### src/rtl/core/u8s_pkg.sv
`timescale 1ns / 1ps
// shared types, constants and byte classification for the utf-8 sanitizer
// no dependencies

package u8s_pkg;

   // replacement byte for malformed input
   localparam logic [7:0] REPL_BYTE = 8'h5F;

   // result pattern of the item under work
   typedef logic [2:0] kind_type;
   localparam kind_type KIND_NONE      = 3'd0;  // lead, held continuation or dropped byte
   localparam kind_type KIND_PASS      = 3'd1;  // ascii while idle
   localparam kind_type KIND_REPL_PASS = 3'd2;  // ascii inside a sequence
   localparam kind_type KIND_REPL      = 3'd3;  // stray continuation
   localparam kind_type KIND_FLUSH     = 3'd4;  // final continuation of a sequence

   // controller to datapath commands
   typedef struct packed {
      logic load_item;
      logic emit;
      logic finish;
   } cmd_type;

   // datapath to controller status
   typedef struct packed {
      logic no_result;
      logic last_step;
      logic out_free;
   } status_type;

   // count of leading one bits of a byte, 0 to 8
   function automatic logic [3:0] lead_ones(input logic [7:0] b);
      logic [3:0] n;
      logic       run;
      n   = 4'd0;
      run = 1'b1;
      for (int i = 7; i >= 0; i--) begin
         if (run && b[i]) begin
            n = n + 4'd1;
         end else begin
            run = 1'b0;
         end
      end
      return n;
   endfunction

endpackage

### src/rtl/core/u8s_ctrl.sv
`timescale 1ns / 1ps
// controller for the utf-8 sanitizer: item intake and result sequencing
// depends on u8s_pkg for the command and status structs

module u8s_ctrl
   import u8s_pkg::*;
(
   input  logic       clock,
   input  logic       reset,
   input  logic       req_tvalid,
   output logic       req_tready,
   input  status_type status,
   output cmd_type    cmd
);

   localparam logic ST_IDLE = 1'b0;
   localparam logic ST_EMIT = 1'b1;

   logic state_ff;
   logic state_in;

   // command decode
   always_comb begin
      cmd.emit   = 1'b0;
      cmd.finish = 1'b0;
      case (state_ff)
         ST_IDLE: begin
            cmd.emit   = 1'b0;
            cmd.finish = 1'b0;
         end
         ST_EMIT: begin
            cmd.emit   = status.out_free && !status.no_result;
            cmd.finish = status.no_result || (status.out_free && status.last_step);
         end
         default: begin
            cmd.emit   = 1'b0;
            cmd.finish = 1'b0;
         end
      endcase
      req_tready    = (state_ff == ST_IDLE) || cmd.finish;
      cmd.load_item = req_tvalid && req_tready;
   end

   // next state
   always_comb begin
      state_in = state_ff;
      if (cmd.load_item) begin
         state_in = ST_EMIT;
      end else if (cmd.finish) begin
         state_in = ST_IDLE;
      end
   end

   always_ff @(posedge clock) begin
      if (reset) begin
         state_ff <= ST_IDLE;
      end else begin
         state_ff <= state_in;
      end
   end

endmodule

### src/rtl/core/u8s_datapath.sv
`timescale 1ns / 1ps
// datapath for the utf-8 sanitizer: sequence state, held bytes, result mux, output register
// depends on u8s_pkg for types, constants and lead_ones

module u8s_datapath
   import u8s_pkg::*;
#(
   parameter int MAX_SEQ_LEN = 6
) (
   input  logic       clock,
   input  logic       reset,
   input  logic [7:0] req_tdata,
   input  cmd_type    cmd,
   output status_type status,
   output logic       rsp_tvalid,
   output logic [7:0] rsp_tdata,
   output logic       rsp_tlast,
   input  logic       rsp_tready
);

   localparam int HELD_DEPTH = MAX_SEQ_LEN - 1;
   localparam int IDX_W      = (HELD_DEPTH > 1) ? $clog2(HELD_DEPTH) : 1;

   logic [7:0] cur_byte_ff, cur_byte_in;
   logic [2:0] rem_ff, rem_in;
   logic [2:0] len_ff, len_in;
   logic [2:0] step_ff, step_in;
   logic [7:0] held_ff [HELD_DEPTH];
   logic [7:0] held_in [HELD_DEPTH];
   logic       rsp_valid_ff, rsp_valid_in;
   logic [7:0] rsp_byte_ff, rsp_byte_in;
   logic       rsp_last_ff, rsp_last_in;

   logic [3:0] ones;
   logic       is_lead;
   kind_type   kind;
   logic [2:0] n_results;
   logic [7:0] res_byte;
   logic       hold_we;
   logic [2:0] hold_idx;
   logic       out_free;

   // classify the item under work against the sequence state
   always_comb begin
      ones    = lead_ones(cur_byte_ff);
      is_lead = (ones >= 4'd2) && (ones <= 4'(MAX_SEQ_LEN));
      kind    = KIND_NONE;
      if (ones == 4'd0) begin
         kind = (rem_ff != 3'd1) ? KIND_REPL_PASS : KIND_PASS;
      end else if (ones == 4'd1) begin
         if (rem_ff > 3'd1) begin
            kind = (rem_ff == 3'd2) ? KIND_FLUSH : KIND_NONE;
         end else begin
            kind = KIND_REPL;
         end
      end
   end

   // result count and byte at the current step
   always_comb begin
      case (kind)
         KIND_PASS: begin
            n_results = 3'd1;
            res_byte  = cur_byte_ff;
         end
         KIND_REPL_PASS: begin
            n_results = 3'd2;
            res_byte  = (step_ff == 3'd0) ? REPL_BYTE : cur_byte_ff;
         end
         KIND_REPL: begin
            n_results = 3'd1;
            res_byte  = REPL_BYTE;
         end
         KIND_FLUSH: begin
            n_results = len_ff;
            res_byte  = (step_ff == len_ff - 3'd1) ? cur_byte_ff
                                                   : held_ff[step_ff[IDX_W-1:0]];
         end
         default: begin
            n_results = 3'd0;
            res_byte  = cur_byte_ff;
         end
      endcase
   end

   assign out_free         = !rsp_valid_ff || rsp_tready;
   assign status.no_result = (n_results == 3'd0);
   assign status.last_step = (step_ff + 3'd1 == n_results);
   assign status.out_free  = out_free;

   // sequence state update when the item finishes
   always_comb begin
      rem_in   = rem_ff;
      len_in   = len_ff;
      hold_we  = 1'b0;
      hold_idx = 3'd0;
      if (cmd.finish) begin
         if (ones == 4'd0) begin
            rem_in = 3'd1;
         end else if (ones == 4'd1) begin
            if (rem_ff > 3'd1) begin
               rem_in   = rem_ff - 3'd1;
               hold_we  = (rem_ff != 3'd2);
               hold_idx = len_ff - (rem_ff - 3'd1);
            end else begin
               rem_in = 3'd1;
            end
         end else if (is_lead) begin
            rem_in   = ones[2:0];
            len_in   = ones[2:0];
            hold_we  = 1'b1;
            hold_idx = 3'd0;
         end
      end
   end

   // held byte store
   always_comb begin
      held_in = held_ff;
      if (hold_we && (hold_idx < 3'(HELD_DEPTH))) begin
         held_in[hold_idx[IDX_W-1:0]] = cur_byte_ff;
      end
   end

   // item register and step counter
   always_comb begin
      cur_byte_in = cmd.load_item ? req_tdata : cur_byte_ff;
      step_in     = step_ff;
      if (cmd.load_item) begin
         step_in = 3'd0;
      end else if (cmd.emit) begin
         step_in = step_ff + 3'd1;
      end
   end

   // output register
   always_comb begin
      rsp_valid_in = rsp_valid_ff;
      rsp_byte_in  = rsp_byte_ff;
      rsp_last_in  = rsp_last_ff;
      if (cmd.emit) begin
         rsp_valid_in = 1'b1;
         rsp_byte_in  = res_byte;
         rsp_last_in  = status.last_step;
      end else if (rsp_tready) begin
         rsp_valid_in = 1'b0;
      end
   end

   always_ff @(posedge clock) begin
      if (reset) begin
         rem_ff       <= 3'd1;
         len_ff       <= 3'd0;
         rsp_valid_ff <= 1'b0;
      end else begin
         rem_ff       <= rem_in;
         len_ff       <= len_in;
         rsp_valid_ff <= rsp_valid_in;
      end
   end

   always_ff @(posedge clock) begin
      cur_byte_ff <= cur_byte_in;
      step_ff     <= step_in;
      held_ff     <= held_in;
      rsp_byte_ff <= rsp_byte_in;
      rsp_last_ff <= rsp_last_in;
   end

   assign rsp_tvalid = rsp_valid_ff;
   assign rsp_tdata  = rsp_byte_ff;
   assign rsp_tlast  = rsp_last_ff;

endmodule

### src/rtl/core/utf8_sanitizer_stream.sv
`timescale 1ns / 1ps
// utf8_sanitizer_stream: byte-serial utf-8 sanitizer, '_' replaces malformed parts
//
// req channel takes one raw byte per item; rsp channel gives sanitized bytes, with
// tlast high on the final result byte caused by an input item. ascii passes through,
// multibyte sequences of 2 to MAX_SEQ_LEN bytes are held and emitted whole on their
// final continuation, stray continuations give '_', an ascii byte that cuts a sequence
// gives '_' then the byte, and 0xFE, 0xFF and over-long leads are dropped.
// an accepted item goes to the item register, and its first result is loaded into
// the output register once that register is free. throughput: items with zero or one
// result can stream at one per cycle while the output is free; results leave through
// the single output register, one result byte per cycle while the receiver takes them.
// a new item is taken in the cycle the previous one issues its last result, and an
// item may be taken while that last result still waits in the output register.
// when the receiver stalls the output register holds its byte and an item with results
// still to give waits; req_tready stays low until its last result is loaded.
// reset (synchronous, active high) clears the sequence state to idle and empties
// the output register; held bytes need no clearing.
// depends on u8s_pkg, u8s_ctrl and u8s_datapath

module utf8_sanitizer_stream
   import u8s_pkg::*;
#(
   parameter int MAX_SEQ_LEN = 6
) (
   input  logic       clock,
   input  logic       reset,
   input  logic       req_tvalid,
   output logic       req_tready,
   input  logic [7:0] req_tdata,   // [7:0] in_byte
   output logic       rsp_tvalid,
   input  logic       rsp_tready,
   output logic [7:0] rsp_tdata,   // [7:0] out_byte
   output logic       rsp_tlast
);

   cmd_type    cmd;
   status_type status;

   // item intake and result sequencing
   u8s_ctrl u_ctrl (
      .clock      (clock),
      .reset      (reset),
      .req_tvalid (req_tvalid),
      .req_tready (req_tready),
      .status     (status),
      .cmd        (cmd)
   );

   // sequence state and result path
   u8s_datapath #(
      .MAX_SEQ_LEN (MAX_SEQ_LEN)
   ) u_datapath (
      .clock      (clock),
      .reset      (reset),
      .req_tdata  (req_tdata),
      .cmd        (cmd),
      .status     (status),
      .rsp_tvalid (rsp_tvalid),
      .rsp_tdata  (rsp_tdata),
      .rsp_tlast  (rsp_tlast),
      .rsp_tready (rsp_tready)
   );

endmodule

### config.mk
export PLATFORM = sky130hd
export DESIGN_NAME = utf8_sanitizer_stream
export DESIGN_NICKNAME = d
export VERILOG_FILES = /design/src/rtl/core/u8s_pkg.sv /design/src/rtl/core/u8s_ctrl.sv /design/src/rtl/core/u8s_datapath.sv /design/src/rtl/core/utf8_sanitizer_stream.sv
export SDC_FILE = /design/constraint.sdc
export NUM_CORES = 1
export LEC_CHECK = 0
export BUFFER_PORTS_ARGS = -buffer_cell sky130_fd_sc_hd__buf_2
export CELL_PAD_IN_SITES_DETAIL_PLACEMENT = 0
export CELL_PAD_IN_SITES_GLOBAL_PLACEMENT = 1
export CORE_MARGIN = 4
export CORE_UTILIZATION = 54
export DETAILED_ROUTE_END_ITERATION = 10
export MAX_ROUTING_LAYER = met4
export PLACE_DENSITY = 0.94
export SLEW_MARGIN = 20
export SYNTH_ARGS = -nofsm -noshare
export SYNTH_HDL_FRONTEND = slang
export SYNTH_SLANG_ARGS = --single-unit
### constraint.sdc
create_clock -name clock -period 15.3 [get_ports clock]
set_input_delay 3.06 -clock clock [delete_from_list [all_inputs] [get_ports clock]]
set_output_delay 3.06 -clock clock [all_outputs]
set_load 0.01 [all_outputs]
==> results.yml <==
sta:
  finalMaxSlewViolations: 0
  report.final.setup_viol: 0
  rsz0062_at_grt: "false"
  tns_ps: 0
  period_share: 0.6563
  worst_slew_pin_slew_ps: 934.9
  clock.fmax_mhz: 99.58
  clock_skew_ps: 11.30
  hold_viol: 0
  max_slew_margin: 0.3720
  min_period_ps: 10040
power:
  p_int_mw: 0.3367
  power_frac_comb: 0.215
  clockPowerShare: 0.304
  p_leak_nw: 1.598
  p_per_area_mw_per_mm2: 111.9
  vdd_drop_max_mv: 0.06131
  seqPwrFrac: 0.481
  swShare: 0.2999
  power.switching_mw: 0.1443
grt:
  grt_antenna_before_repair: 0
  first_global_vias: 2763
  grt_pass1_wl_mm: 14.39
  grt_max_degree: 19
  grt_overflow: 0
  grt_use_total: 0.2201
logic_synthesis:
  netlist_area_mm2: 0.003966
  ys_ff_latch: 68
  avgSynthCellArea_um2: 11.84
  ys_seq_area_frac: 0.4871
  synth_top_area_share: 0.4315
  ys.flop_type: "edfxtp_1"
  synth.area.top_cells: "edfxtp_1, dfxtp_1, mux4_2"
  synth-edff-count: 57
  ys_types: 84
  yosysWarnings: 0
  synth_top_area_cell: "edfxtp_1"
  synth_nets: 361
  netlist_instances: 335
  synthArstFlopShare: 0
layout:
  fin_area_mm2: 0.004297
  layout_commonest_cell: "edfxtp_1"
  ff_latch_area_mm2: 0.001932
  multi_input_area_mm2: 0.001815
  drive_gt1_frac: 0.2188
  nets: 382
  final_cell_mix: "edfxtp_1, nand2_1, buf_2"
  fillers: 564
  num_antenna_cells: 0
  area_growth_pct: 8.328
min_path:
  hp-start: "u_datapath.rem_ff[1]"
  min-delay-path-class: "reg2reg"
  hold_depth: 2
  holdPathEnd: "u_datapath.rem_ff[1]"
placement:
  dpl_cell_area_mm2: 0.004098
  dp_hpwl_mm: 6.331
  gp_congestion: 0.9014
  io_buffers: 22
setup_path:
  critPathMaxFanout: 16
  critPathLaunchType: "flop"
  r2r_cells: 28
  cp.arrival_ps: 6980
  r2r-end: "u_datapath.held_ff[22]"
  cp_slowest_stage_delay_ps: 680
  r2r_start: "u_datapath.cur_byte_ff[6]"
  cp_slowest_cell: "edfxtp_1"
  cp-end-kind: "primary output"
  timing.critical_path.mode_cell: "ha_1"
  crit_type: "reg2out"
  worst-r2r-setup-slack_ps: 7850
  cp-startpoint: "u_datapath.cur_byte_ff[6]"
  cp_data_required_time_ps: 12240
floorplanning:
  dieArea_mm2: 0.008781
  io_pins: 23
  die_y_um: 93.71
  core_area_mm2: 0.006982
  start_util: 0.5681
  num_rows: 30
  die_w_um: 93.71
clocking:
  cts_buffers: 9
  clk_pin_slew_worst_paths_ps: 80
  clock_latency_ps: 340
  ctsLongestPathBuffers: 2
  cts_root_buf: "clkbuf_8"
  cts_tree: "built"
  ctsResizeCount: 0
  cts_num_sinks: 68
  cts_hold_buf: 0
  ctsHtreeMaxLevel: 3
  cts_setup_buffers: 0
flow_run:
  maxCapViolCount: 0
outcome:
  outcome: "complete, no violations"
detailed_routing:
  via_per_inst: 6.282
  drtAntennaViolNets: 0
  drc: 0
  vias: 2871
  wl_per_cell_um: 19.23
  drt_iter0_markers: 287
  wl_mm: 8.787
  first_pass_iters: 5
## state kept, by name (all words and copies together) (netlist names)
register,count
u_ctrl.state_ff,1
u_datapath.cur_byte_ff,8
u_datapath.held_ff,40
u_datapath.len_ff,3
u_datapath.rem_ff,3
u_datapath.rsp_tdata,8
u_datapath.rsp_tlast,1
u_datapath.rsp_tvalid,1
u_datapath.step_ff,3
## cell usage after synthesis (5+ instances only)
library cell,number
edfxtp_1,57
a22oi_1,5
nor3_1,5
xnor2_1,10
dfxtp_1,11
o21ai_0,7
a31oi_1,5
mux4_2,8
buf_6,5
ha_1,13
nor2_1,15
nand3_1,6
nand2_1,23
inv_1,21
a2bb2oi_1,5
a21oi_1,15
## critical path, delay by kind of cell (launching register included)
family,cells,cell delay [ps]
AOI/OAI and AO/OA,11,2360
adders and majority gates,6,1780
buffers and inverters,2,280
DFF,1,680
muxes,3,600
and+or+nand+nor,6,930
## metal layers
layer	up-vias	part of all wire	GRT usage
met5	-	0	-
met4	0	0.013	0.05776
met3	7	0.060	0.04167
met2	103	0.50	0.3596
met1	1422	0.43	0.2841
li1	1339	-	-
## power groups by stage
stage / Clock [mW] / Combinational [mW] / Sequential, mW
2_1_floorplan: 0 / 0.0914 / 0.224
3_3_place_gp: 0 / 0.0984 / 0.235
3_5_place_dp: 0 / 0.102 / 0.235
4_1_cts: 0.148 / 0.102 / 0.231
5_1_grt: 0.158 / 0.113 / 0.234
6_report: 0.146 / 0.103 / 0.231
## cell families (layout without fill, tap and decap cells)
group           Yosys count  in the layout  share of synthesized area
flops                    68             68                     0.4871
fa+ha+maj                14             14                    0.04606
compound gates           92             92                     0.1817
simple gates             95             95                     0.1391
mux                      13             13                    0.05836
xor+xnor                 14             14                    0.03091
buf+inv                  39             65                    0.05678
## per-stage QoR
| stage | instances | hold WS, ps | total power, mW | utilization | worst slack (ps) |
|---|---|---|---|---|---|
| floorplan | 335 | 467.3 | 0.3155 | - | 6620 |
| global placement | 441 | 482.3 | 0.3331 | 0.5860 | 6141 |
| detailed placement | 441 | 499.4 | 0.3371 | 0.5869 | 5753 |
| CTS | 457 | 510.2 | 0.4822 | 0.6154 | 5333 |
| global route | 457 | 539.3 | 0.5049 | 0.6154 | 4816 |
| finish | 457 | 506.2 | 0.4810 | 0.6154 | 5258 |
## worst max path at each step
stage	slack, ps	cells past startpoint	endpoint
after floorplan	6620	28	req_tready
after global placement	6140	28	req_tready
after detailed placement	5750	28	req_tready
after CTS	5330	28	req_tready
after global routing	4820	28	req_tready
final	5260	28	req_tready
## cell type report
type                       instances  share of cell area
inverter                          22             0.01922
clock inverter                     7             0.01747
clock buffer                       9             0.02883
tap                               96             0.02796
sequential                        68              0.4496
multi-input combinational        228              0.4225
timing repair buffer              27             0.03436
Note: power is estimated with default switching activity, not from simulation.
